==> config.mk <==
export PLATFORM = sky130hd
export DESIGN_NAME = rtp_receiver_stats_flat
export DESIGN_NICKNAME = d
export VERILOG_FILES = /design/src/hdl/rtps_pkg.sv /design/src/hdl/rtps_in_if.sv /design/src/hdl/rtps_out_if.sv /design/src/hdl/rtp_receiver_stats.sv /design/src/hdl/rtps_ctrl.sv /design/src/hdl/rtps_dp.sv /design/src/flat_wrapper.sv
export SDC_FILE = /design/constraint.sdc
export NUM_CORES = 2
export LEC_CHECK = 0
export ABC_AREA = 1
export BUFFER_PORTS_ARGS = -buffer_cell sky130_fd_sc_hd__clkbuf_2
export CELL_PAD_IN_SITES_DETAIL_PLACEMENT = 1
export CELL_PAD_IN_SITES_GLOBAL_PLACEMENT = 2
export CORE_UTILIZATION = 35
export DETAILED_ROUTE_END_ITERATION = 7
export GPL_ROUTABILITY_DRIVEN = 0
export PLACE_DENSITY = 0.77
export SLEW_MARGIN = 40
export SYNTH_ARGS = -nofsm -noshare
export SYNTH_HDL_FRONTEND = slang
export SYNTH_HIERARCHICAL = 1
export SYNTH_SLANG_ARGS = --single-unit
==> constraint.sdc <==
create_clock -name clk -period 10.3 [get_ports clk]
set_input_delay 3.09 -clock clk [delete_from_list [all_inputs] [get_ports clk]]
set_output_delay 3.09 -clock clk [all_outputs]
set_load 0.005 [all_outputs]
==> src/hdl/rtps_pkg.sv <==
// Package for the RTP receive statistics block: opcodes, constants and the
// command/status structs between the controller and the datapath.
// No dependencies.
package rtps_pkg;

  typedef enum logic [1:0] {
    OP_INIT   = 2'd0,
    OP_PACKET = 2'd1,
    OP_STATS  = 2'd2
  } op_t;

  localparam logic [23:0] CUM_LOST_MAX = 24'hFFFFFF;
  localparam logic [7:0]  FRACTION_MAX = 8'hFF;

  // One quotient bit of the fraction is produced per divide step.
  localparam int DIV_STEPS = 8;
  localparam int DIV_CNT_W = $clog2(DIV_STEPS);

  typedef struct packed {
    logic capture;
    logic init;
    logic pkt1;
    logic pkt2;
    logic pkt3;
    logic pkt4;
    logic pkt5;
    logic st1;
    logic st2;
    logic st3;
    logic st4;
    logic div_step;
    logic load_out;
  } cmd_t;

  typedef struct packed {
    logic [1:0] op;
    logic       div_needed;
    logic       out_busy;
  } status_t;

endpackage

==> src/hdl/rtps_in_if.sv <==
// Input channel of the RTP receive statistics block: valid/ready and the
// item payload. No dependencies.
interface rtps_in_if;
  logic        valid;
  logic        ready;
  logic [1:0]  op;
  logic [15:0] seq_no;
  logic [31:0] media_timestamp;
  logic [31:0] arrival_time;
  logic        keep_interval;

  modport source (output valid, op, seq_no, media_timestamp, arrival_time, keep_interval,
                  input ready);
  modport sink   (input valid, op, seq_no, media_timestamp, arrival_time, keep_interval,
                  output ready);
endinterface

==> src/hdl/rtps_out_if.sv <==
// Result channel of the RTP receive statistics block: valid/ready and the
// report payload. No dependencies.
interface rtps_out_if;
  logic        valid;
  logic        ready;
  logic [7:0]  fraction_lost;
  logic [23:0] cumulative_lost;
  logic [31:0] extended_max_seq;
  logic [31:0] jitter_estimate;

  modport source (output valid, fraction_lost, cumulative_lost, extended_max_seq,
                  jitter_estimate, input ready);
  modport sink   (input valid, fraction_lost, cumulative_lost, extended_max_seq,
                  jitter_estimate, output ready);
endinterface

==> src/hdl/rtp_receiver_stats.sv <==
// Top level of the RTP receive statistics block: controller and datapath.
// Depends on rtps_pkg, rtps_in_if, rtps_out_if, rtps_ctrl and rtps_dp.
//
//   Channel   Role   Transaction
//   item      sink   one operation: init, packet or stats read
//   result    source one report, produced by each stats read only
//
// An item is taken only while the sequencer is idle. Init passes through
// dispatch only, a packet through five dependent 32-bit steps of the jitter
// update, and a stats read through its steps and, unless the fraction is zero
// or clamped, the 8-step restoring divider that forms the fraction one bit a cycle.
// Reset is synchronous and clears all stream state at once.
// The result register holds a report until it is taken; a stats read that
// finishes while the previous report still waits stalls in its last step.
module rtp_receiver_stats (
  input  logic        clk,
  input  logic        rst,
  rtps_in_if.sink     item,
  rtps_out_if.source  result
);

  rtps_pkg::cmd_t    cmd;
  rtps_pkg::status_t status;
  logic              ready;

  assign item.ready = ready;

  rtps_ctrl u_ctrl (
    .clk        (clk),
    .rst        (rst),
    .item_valid (item.valid),
    .item_ready (ready),
    .status     (status),
    .cmd        (cmd)
  );

  rtps_dp u_dp (
    .clk             (clk),
    .rst             (rst),
    .cmd             (cmd),
    .status          (status),
    .op              (item.op),
    .seq_no          (item.seq_no),
    .media_timestamp (item.media_timestamp),
    .arrival_time    (item.arrival_time),
    .keep_interval   (item.keep_interval),
    .result          (result)
  );

endmodule

==> src/hdl/rtps_ctrl.sv <==
// Sequencer of the RTP receive statistics block: steps the datapath through
// init, packet and stats operations. Depends on rtps_pkg.
module rtps_ctrl (
  input  logic               clk,
  input  logic               rst,
  input  logic               item_valid,
  output logic               item_ready,
  input  rtps_pkg::status_t  status,
  output rtps_pkg::cmd_t     cmd
);

  typedef enum logic [3:0] {
    S_IDLE,
    S_DISPATCH,
    S_PKT1,
    S_PKT2,
    S_PKT3,
    S_PKT4,
    S_PKT5,
    S_ST1,
    S_ST2,
    S_ST3,
    S_ST4,
    S_DIV,
    S_OUT
  } state_t;

  state_t                          state;
  logic [rtps_pkg::DIV_CNT_W-1:0]  cnt;

  assign item_ready = (state == S_IDLE);

  always_ff @(posedge clk) begin
    if (rst) begin
      state <= S_IDLE;
      cnt   <= '0;
    end else begin
      unique case (state)
        S_IDLE: begin
          if (item_valid) state <= S_DISPATCH;
        end
        S_DISPATCH: begin
          unique case (status.op)
            rtps_pkg::OP_PACKET: state <= S_PKT1;
            rtps_pkg::OP_STATS:  state <= S_ST1;
            default:             state <= S_IDLE;
          endcase
        end
        S_PKT1: state <= S_PKT2;
        S_PKT2: state <= S_PKT3;
        S_PKT3: state <= S_PKT4;
        S_PKT4: state <= S_PKT5;
        S_PKT5: state <= S_IDLE;
        S_ST1:  state <= S_ST2;
        S_ST2:  state <= S_ST3;
        S_ST3:  state <= S_ST4;
        S_ST4: begin
          cnt <= '0;
          if (status.div_needed) state <= S_DIV;
          else                   state <= S_OUT;
        end
        S_DIV: begin
          cnt <= cnt + 1'b1;
          if (cnt == rtps_pkg::DIV_CNT_W'(rtps_pkg::DIV_STEPS - 1)) state <= S_OUT;
        end
        S_OUT: begin
          if (!status.out_busy) state <= S_IDLE;
        end
        default: state <= S_IDLE;
      endcase
    end
  end

  always_comb begin
    cmd          = '0;
    cmd.capture  = item_valid && item_ready;
    unique case (state)
      S_DISPATCH: cmd.init     = (status.op == rtps_pkg::OP_INIT);
      S_PKT1:     cmd.pkt1     = 1'b1;
      S_PKT2:     cmd.pkt2     = 1'b1;
      S_PKT3:     cmd.pkt3     = 1'b1;
      S_PKT4:     cmd.pkt4     = 1'b1;
      S_PKT5:     cmd.pkt5     = 1'b1;
      S_ST1:      cmd.st1      = 1'b1;
      S_ST2:      cmd.st2      = 1'b1;
      S_ST3:      cmd.st3      = 1'b1;
      S_ST4:      cmd.st4      = 1'b1;
      S_DIV:      cmd.div_step = 1'b1;
      S_OUT:      cmd.load_out = !status.out_busy;
      default:    cmd.capture  = item_valid && item_ready;
    endcase
  end

endmodule

==> src/hdl/rtps_dp.sv <==
// Datapath of the RTP receive statistics block: stream state, jitter update,
// loss arithmetic, fraction divider and the result register.
// Depends on rtps_pkg and rtps_out_if.
module rtps_dp (
  input  logic               clk,
  input  logic               rst,
  input  rtps_pkg::cmd_t     cmd,
  output rtps_pkg::status_t  status,
  input  logic [1:0]         op,
  input  logic [15:0]        seq_no,
  input  logic [31:0]        media_timestamp,
  input  logic [31:0]        arrival_time,
  input  logic               keep_interval,
  rtps_out_if.source         result
);

  // Captured item.
  logic [1:0]  op_r;
  logic [15:0] seq_r;
  logic [31:0] ts_r;
  logic [31:0] arr_r;
  logic        keep_r;

  // Stream state.
  logic [15:0] base_sequence;
  logic [15:0] highest_sequence;
  logic [15:0] wrap_count;
  logic [31:0] received_count;
  logic [31:0] last_transit;
  logic [31:0] jitter_scaled;
  logic [31:0] expected_snapshot;
  logic [31:0] received_snapshot;

  // Intermediate results.
  logic [31:0] arr_minus_ts;
  logic [31:0] transit_new;
  logic [31:0] d_val;
  logic [31:0] a_val;
  logic [31:0] diff8;
  logic [31:0] expected;
  logic [31:0] cum_raw;
  logic        cum_pos;
  logic [31:0] exp_int;
  logic [31:0] rec_int;
  logic [31:0] lost;
  logic [23:0] cum_sat;
  logic [31:0] rem;
  logic [7:0]  frac;

  // Result register.
  logic        out_valid;
  logic [7:0]  out_frac;
  logic [23:0] out_cum;
  logic [31:0] out_ext;
  logic [31:0] out_jit;

  logic [15:0] d16;
  logic [31:0] ext_seq;
  logic        frac_zero;
  logic        frac_clamp;
  logic [32:0] rem2;
  logic [32:0] rem_sub;
  logic        rem_ge;

  assign d16     = seq_r - highest_sequence;
  assign ext_seq = {wrap_count, highest_sequence};

  assign frac_zero  = (exp_int == 32'd0) || (lost == 32'd0) || lost[31] ||
                      (received_count == 32'd0);
  // A quotient of 256 or more happens exactly when lost is not below exp_int.
  assign frac_clamp = (lost >= exp_int);

  assign rem2    = {rem, 1'b0};
  assign rem_sub = rem2 - {1'b0, exp_int};
  assign rem_ge  = (rem2 >= {1'b0, exp_int});

  assign status.op         = op_r;
  assign status.div_needed = !frac_zero && !frac_clamp;
  assign status.out_busy   = out_valid && !result.ready;

  always_ff @(posedge clk) begin
    if (cmd.capture) begin
      op_r   <= op;
      seq_r  <= seq_no;
      ts_r   <= media_timestamp;
      arr_r  <= arrival_time;
      keep_r <= keep_interval;
    end
  end

  always_ff @(posedge clk) begin
    if (rst || cmd.init) begin
      base_sequence     <= rst ? 16'd0 : seq_r;
      highest_sequence  <= rst ? 16'd0 : seq_r;
      wrap_count        <= '0;
      received_count    <= '0;
      last_transit      <= '0;
      jitter_scaled     <= '0;
      expected_snapshot <= '0;
      received_snapshot <= '0;
    end else begin
      if (cmd.pkt1) begin
        received_count <= received_count + 32'd1;
        if (!d16[15]) begin
          if (seq_r < highest_sequence) wrap_count <= wrap_count + 16'd1;
          highest_sequence <= seq_r;
        end
      end
      if (cmd.pkt2) last_transit <= transit_new;
      // The first packet of a stream only sets the transit reference.
      if (cmd.pkt5 && (received_count[31:1] != 31'd0)) begin
        jitter_scaled <= jitter_scaled + {{4{diff8[31]}}, diff8[31:4]};
      end
      if (cmd.st2 && !keep_r) begin
        expected_snapshot <= expected;
        received_snapshot <= received_count;
      end
    end
  end

  always_ff @(posedge clk) begin
    if (cmd.pkt1) begin
      arr_minus_ts <= arr_r - ts_r;
      transit_new  <= ts_r - arr_r;
    end
    if (cmd.pkt2) d_val <= arr_minus_ts + last_transit;
    if (cmd.pkt3) a_val <= d_val[31] ? (32'd0 - d_val) : d_val;
    // The low nibble of 16*|D| is zero, so the rounding constant is an OR.
    if (cmd.pkt4) diff8 <= {a_val[27:0], 4'b1000} - jitter_scaled;
    if (cmd.st1) expected <= ext_seq - {16'd0, base_sequence} + 32'd1;
    if (cmd.st2) begin
      cum_raw <= expected - received_count;
      cum_pos <= (received_count != 32'd0) && (expected > received_count);
      exp_int <= expected - expected_snapshot;
      rec_int <= received_count - received_snapshot;
    end
    if (cmd.st3) begin
      lost    <= exp_int - rec_int;
      cum_sat <= !cum_pos ? 24'd0 :
                 (cum_raw[31:24] != 8'd0) ? rtps_pkg::CUM_LOST_MAX : cum_raw[23:0];
    end
    if (cmd.st4) begin
      rem  <= lost;
      frac <= (!frac_zero && frac_clamp) ? rtps_pkg::FRACTION_MAX : 8'd0;
    end
    if (cmd.div_step) begin
      rem  <= rem_ge ? rem_sub[31:0] : rem2[31:0];
      frac <= {frac[6:0], rem_ge};
    end
  end

  always_ff @(posedge clk) begin
    if (rst) begin
      out_valid <= 1'b0;
    end else if (cmd.load_out) begin
      out_valid <= 1'b1;
    end else if (result.ready) begin
      out_valid <= 1'b0;
    end
  end

  always_ff @(posedge clk) begin
    if (cmd.load_out) begin
      out_frac <= frac;
      out_cum  <= cum_sat;
      out_ext  <= ext_seq;
      out_jit  <= {4'd0, jitter_scaled[31:4]};
    end
  end

  assign result.valid            = out_valid;
  assign result.fraction_lost    = out_frac;
  assign result.cumulative_lost  = out_cum;
  assign result.extended_max_seq = out_ext;
  assign result.jitter_estimate  = out_jit;

endmodule

==> src/flat_wrapper.sv <==
// flat-port wrapper written by rule: the top's interface ports become plain ports
module rtp_receiver_stats_flat 
  (clk, rst, item_valid, item_op, item_seq_no, item_media_timestamp, item_arrival_time, item_keep_interval, item_ready, result_valid, result_fraction_lost, result_cumulative_lost, result_extended_max_seq, result_jitter_estimate, result_ready);
  rtps_in_if item_i ();
  rtps_out_if result_i ();
  input  logic clk;
  input  logic rst;
  input wire logic [$bits(item_i.valid)-1:0] item_valid;
  input wire logic [$bits(item_i.op)-1:0] item_op;
  input wire logic [$bits(item_i.seq_no)-1:0] item_seq_no;
  input wire logic [$bits(item_i.media_timestamp)-1:0] item_media_timestamp;
  input wire logic [$bits(item_i.arrival_time)-1:0] item_arrival_time;
  input wire logic [$bits(item_i.keep_interval)-1:0] item_keep_interval;
  output wire logic [$bits(item_i.ready)-1:0] item_ready;
  output wire logic [$bits(result_i.valid)-1:0] result_valid;
  output wire logic [$bits(result_i.fraction_lost)-1:0] result_fraction_lost;
  output wire logic [$bits(result_i.cumulative_lost)-1:0] result_cumulative_lost;
  output wire logic [$bits(result_i.extended_max_seq)-1:0] result_extended_max_seq;
  output wire logic [$bits(result_i.jitter_estimate)-1:0] result_jitter_estimate;
  input wire logic [$bits(result_i.ready)-1:0] result_ready;
  assign item_i.valid = item_valid;
  assign item_i.op = item_op;
  assign item_i.seq_no = item_seq_no;
  assign item_i.media_timestamp = item_media_timestamp;
  assign item_i.arrival_time = item_arrival_time;
  assign item_i.keep_interval = item_keep_interval;
  assign item_ready = item_i.ready;
  assign result_valid = result_i.valid;
  assign result_fraction_lost = result_i.fraction_lost;
  assign result_cumulative_lost = result_i.cumulative_lost;
  assign result_extended_max_seq = result_i.extended_max_seq;
  assign result_jitter_estimate = result_i.jitter_estimate;
  assign result_i.ready = result_ready;
  rtp_receiver_stats u_core (.clk(clk), .rst(rst), .item(item_i), .result(result_i));
endmodule
After elaboration in Yosys (flattened, before gate mapping)
Cells that the tools add are included.
{"block": "word_totals", "regBits": 772, "wordCells": 139, "in_bits": 87}
{"block": "op_classes", "bitwise_logic": 1, "eq_ne": 19, "mux": 33, "add_sub_neg": 17, "order_cmp": 4, "n_reduce_logical": 31}
{"operator": "32-bit subtractor", "count": 8}
{"operator": "32-bit logical NOT", "count": 3}
{"operator": "32-bit two-way mux", "count": 3}
{"operator": "32-bit by 1-bit adder with 32-bit output, second input constant", "count": 2}
{"operator": "32-bit adder", "count": 2}
{"operator": "16-bit two-way mux", "count": 4}
{"operator": "4-bit case mux with 12 select lines", "count": 1}
{"operator": "33-bit by 32-bit >= comparator with 1-bit output", "count": 1}
{"operator": "32-bit >= comparator", "count": 1}
{"operator": "32-bit > comparator", "count": 1}
{"operator": "32-bit nonzero test", "count": 1}
{"operator": "32-bit by 16-bit subtractor with 32-bit output", "count": 1}
{"operator": "31-bit nonzero test", "count": 1}
{"operator": "28-bit two-way mux", "count": 1}
{"operator": "1-bit by 28-bit subtractor with 28-bit output, first input constant", "count": 1}
{"operator": "24-bit two-way mux", "count": 1}
{"operator": "8-bit two-way mux", "count": 3}
{"operator": "4-bit == test, second input constant", "count": 5}
{"operator": "16-bit by 1-bit adder with 16-bit output, second input constant", "count": 1}
{"operator": "4-bit by 3-bit == test with 1-bit output, second input constant", "count": 4}
{"operator": "16-bit less-than comparator", "count": 1}
{"operator": "16-bit subtractor", "count": 1}
{"operator": "1-bit two-way mux", "count": 14}
{"operator": "4-bit two-way mux", "count": 3}
{"operator": "other kinds (20)", "count": 41}

Depth between registers and ports, before layout
{"block": "depth", "word_depth": 9, "depth_mapped": 17, "ltp_nobuf": 17}

Cells and area by module
The synthesis kept the hierarchy.
{"mod": "rtps_dp", "area_each_um2": 49386.1, "cells_each": 6120, "seq_area_each_um2": 20960.1, "instances": 1}
{"mod": "rtps_ctrl", "area_each_um2": 539.3, "cells_each": 92, "seq_area_each_um2": 140.1, "instances": 1}

Least setup slack after synthesis
No wires, ideal clock.
{"block": "synth_path", "kind": "in2reg", "from": "in result_ready", "to": "reg u_core.u_dp.out_cum[0] (netlist: u_core/u_dp/result.cumulative_lost[0]), enable pin", "t_arrival_ps": 9430, "t_required_ps": 9642, "stages": 2, "path_slack_ps": 212, "n_path_buf": 0, "cell_sequence": "nor2_1 -> nor3_1"}
{"item": "start, declared", "line_no": "flat_wrapper.sv:20", "source": "input wire logic [$bits(result_i.ready)-1:0] result_ready;"}
{"item": "end signal, assigned", "line_no": "rtps_dp.sv:165", "source": "out_cum <= cum_sat;"}
{"item": "end, declared", "line_no": "rtps_dp.sv:53", "source": "logic [23:0] out_cum;"}

Worst setup path after layout
{"block": "layout_path", "from": "reg u_core.u_ctrl.state[1]", "to": "out item_ready"}
{"block": "layout_between", "elab_chain_cells": 1}
{"item": "start, declared", "line_no": "rtps_ctrl.sv:28", "source": "state_t state;"}
{"item": "start signal, assigned", "line_no": "rtps_ctrl.sv:35", "source": "state <= S_IDLE;"}
{"item": "start signal, assigned", "line_no": "rtps_ctrl.sv:40", "source": "if (item_valid) state <= S_DISPATCH;"}
{"item": "start signal, assigned", "line_no": "rtps_ctrl.sv:44", "source": "rtps_pkg::OP_PACKET: state <= S_PKT1;"}
{"item": "4-bit logical NOT", "line_no": "rtps_ctrl.sv:31", "source": "assign item_ready = (state == S_IDLE);"}
{"item": "end, declared", "line_no": "flat_wrapper.sv:14", "source": "output wire logic [$bits(item_i.ready)-1:0] item_ready;"}
No other way between the ends.

==> impl_metrics.py <==
metrics = {
    "critical_path": {
        "cp_data_required_time_ns": 7.21,
        "worstPathMaxFanout": 7,
        "cp.arrival_ns": 1.86,
        "worstSetupPathType": "flip-flop to primary output",
        "worstSetupEndpointType": "primary output",
        "cp-start-kind": "flip-flop",
    },
    "synthesis": {
        "ys.flop_type": "edfxtp_1",
        "async_flop_share": 0,
        "synth_top_area_frac": 0.349,
        "synth_top_area_cell": "edfxtp_1",
        "synth_area_per_cell_um2": 8.04,
        "synthTopCellsByArea": "edfxtp_1, ha_1, nand2_1",
        "ys_seq_elements": 764,
        "syn_area_mm2": 0.0499,
        "synth_commonest_cells": "nand2_1, inv_1, a21oi_1, edfxtp_1, nor2_1",
        "synth-seq-area-share": 0.423,
        "synth_most_common_cell": "nand2_1",
        "yosys_warnings": 6,
        "synth_cells": 6212,
        "ys_types": 50,
        "synth_edf_count": 580,
    },
    "power": {
        "p_int_mw": 7.97,
        "power_leakage_nw": 24.8,
        "p_sw_frac": 0.402,
        "combinationalPowerShare": 0.403,
        "seqPwrFrac": 0.335,
        "switchingPower_mw": 5.35,
        "power_density_mw_per_mm2": 237,
        "peakVddDrop_mv": 0.163,
        "pwr-share-clk": 0.262,
    },
    "floorplan": {
        "core_area_mm2": 0.142,
        "fp.dieW_um": 380,
        "fp.dieH_um": 380,
        "start_util": 0.353,
        "ios": 185,
        "die-area_mm2": 0.144,
        "rows": 138,
    },
    "drt": {
        "drt_first_pass_iters": 5,
        "drc": 0,
        "vias_per_cell": 5.01,
        "vias": 42015,
        "wl_per_cell_um": 18.5,
        "ant_nets": 0,
        "drt-total-wl_um": 155000,
        "first_iter_violations": 1922,
    },
    "sta": {
        "post-route-period-util": 0.480,
        "timing.slew.headroom": 0.472,
        "tns_ns": 0,
        "fin_crit_ns": 4.95,
        "hold_viol": 0,
        "finalMaxSlewViolations": 0,
        "fin_skew_ns": 0.0385,
        "setup_viol": 0,
        "hold_ws_ns": 0.418,
        "fmax_ghz": 0.202,
        "max_slew.worst_pin.slew_ns": 0.789,
        "rsz0062_at_grt": "false",
    },
    "clock_tree": {
        "clock-sinks": 764,
        "worstSkewPairLatency_ns": 0.71,
        "root_buffer": "clkbuf_16",
        "path_clk_slew_ns": 0.06,
        "clock_path_buffers": 3,
        "cts_setup_buffers": 0,
        "cts_resized": 0,
        "cts_made_buffers": 91,
        "cts_tree": "done",
        "htree_num_levels": 3,
        "hold_buffers": 0,
    },
    "global_routing": {
        "grt_overflow": 0,
        "grt_pass1_wl_um": 243000,
        "antenna_found_initial": 2,
        "first_global_vias": 43696,
        "grt_max_degree": 71,
        "track_usage": 0.212,
    },
    "finish": {
        "nets": 6933,
        "syn2layout_area_growth_pct": 12.6,
        "drive_gt1_frac": 0.0647,
        "n_fill_cell": 17095,
    },
    "placement": {
        "place_hpwl_um": 127000,
        "portBuffers": 180,
    },
    "outcome": {
        "status": "complete, no violations",
    },
    "flow_run": {
        "cap_violations": 0,
    },
    "worst_hold_path": {
        "hp-class": "flip-flop to flip-flop",
    },
}
[state kept, by name, summed over array words and instances, names as in the netlist, 29 cells and up]
signal                               flops
u_core/u_dp/cum_raw                     32
u_core/u_dp/received_count              32
u_core/u_dp/d_val                       29
u_core/u_dp/rem                         32
u_core/u_dp/arr_r                       32
u_core/u_dp/expected_snapshot           32
u_core/u_dp/lost                        32
u_core/u_dp/result.extended_max_seq     32
u_core/u_dp/last_transit                32
u_core/u_dp/transit_new                 31
u_core/u_dp/exp_int                     32
u_core/u_dp/rec_int                     32
u_core/u_dp/received_snapshot           32
u_core/u_dp/ts_r                        32
u_core/u_dp/arr_minus_ts                32
u_core/u_dp/expected                    32
u_core/u_dp/jitter_scaled               32
[final timing paths]
check                               from                                     to  slack (ns)  cells after the start
setup / recovery  u_core/u_ctrl/state[1]                             item_ready        5.35                      4
hold / removal    u_core/u_dp/cum_sat[5]  u_core/u_dp/result.cumulative_lost[5]        0.42                      0
setup reg to reg  u_core/u_dp/exp_int[8]                    u_core/u_dp/rem[29]        6.75                     17
hold reg to reg   u_core/u_dp/cum_sat[5]  u_core/u_dp/result.cumulative_lost[5]        0.42                      0
[layout make-up]
type	instances	area, um^2	share of cell area
Clock buffer	110	2430	0.0432
Multi-Input combinational cell	4426	24900	0.443
Tap cell	1890	2360	0.0420
Sequential cell	764	21100	0.375
Clock inverter	61	842	0.0150
Inverter	929	3490	0.0620
Timing Repair Buffer	202	1120	0.0200
Antenna cell	1	2.50	0.0000445
[cell families (layout without fill, tap and decap cells)]
kind of cell,Yosys count,in the layout,synth area share
and+or+nand+nor,2506,2506,0.210
xor gates and xnor gates,293,293,0.0514
buffers and inverters,1025,1302,0.0803
adders and majority gates,432,432,0.110
DFF,764,764,0.423
AOI/OAI and AO/OA,1191,1191,0.126
other,1,5,0.0000751
[per-layer routing]
layer / wire (um) / track usage
met1: 75000 / 0.288
met2: 72300 / 0.356
met3: 4170 / 0.0205
met4: 3630 / 0.0605
met5: 0 / 0
[power by group through the flow]
| stage | combinational, mW | clock (mW) | sequential (mW) |
|---|---|---|---|
| after floorplan | 3.75 | 0 | 4.45 |
| after global placement | 5.25 | 0 | 4.52 |
| after detailed placement | 5.35 | 0 | 4.54 |
| after CTS | 5.39 | 3.59 | 4.47 |
| after global routing | 6.02 | 3.70 | 4.52 |
| final | 5.36 | 3.49 | 4.47 |
[metrics by stage]
step / std cells / area, um^2 / util / setup WS [ns] / power, mW
after CTS: 8381 / 56200 / 0.397 / 5.34 / 13.5
after global placement: 8207 / 52900 / 0.373 / 5.01 / 9.78
final: 8383 / 56200 / 0.397 / 5.35 / 13.3
after detailed placement: 8210 / 52900 / 0.374 / 4.91 / 9.89
after floorplan: 6215 / 49900 / - / 0.212 / 8.20
after global routing: 8382 / 56200 / 0.397 / 5.28 / 14.2
[cells in the final DEF, fill, tap and decap left out, drive strengths merged, types with 89 or more instances in the layout]
cell,n
xor2,222
nor3,95
clkbuf,290
a21oi,661
nand2,1363
edfxtp,580
inv,930
nand3,299
nand4,89
o21ai,405
ha,422
nor2,598
dfxtp,184
[critical path, cell delays in order, from the launching register on]
cell	delay [ns]
dfxtp_1	0.37
nor2_1	0.39
nand2_1	0.19
inv_1	0.09
clkbuf_2	0.11
(Power assumes the default switching activity.)
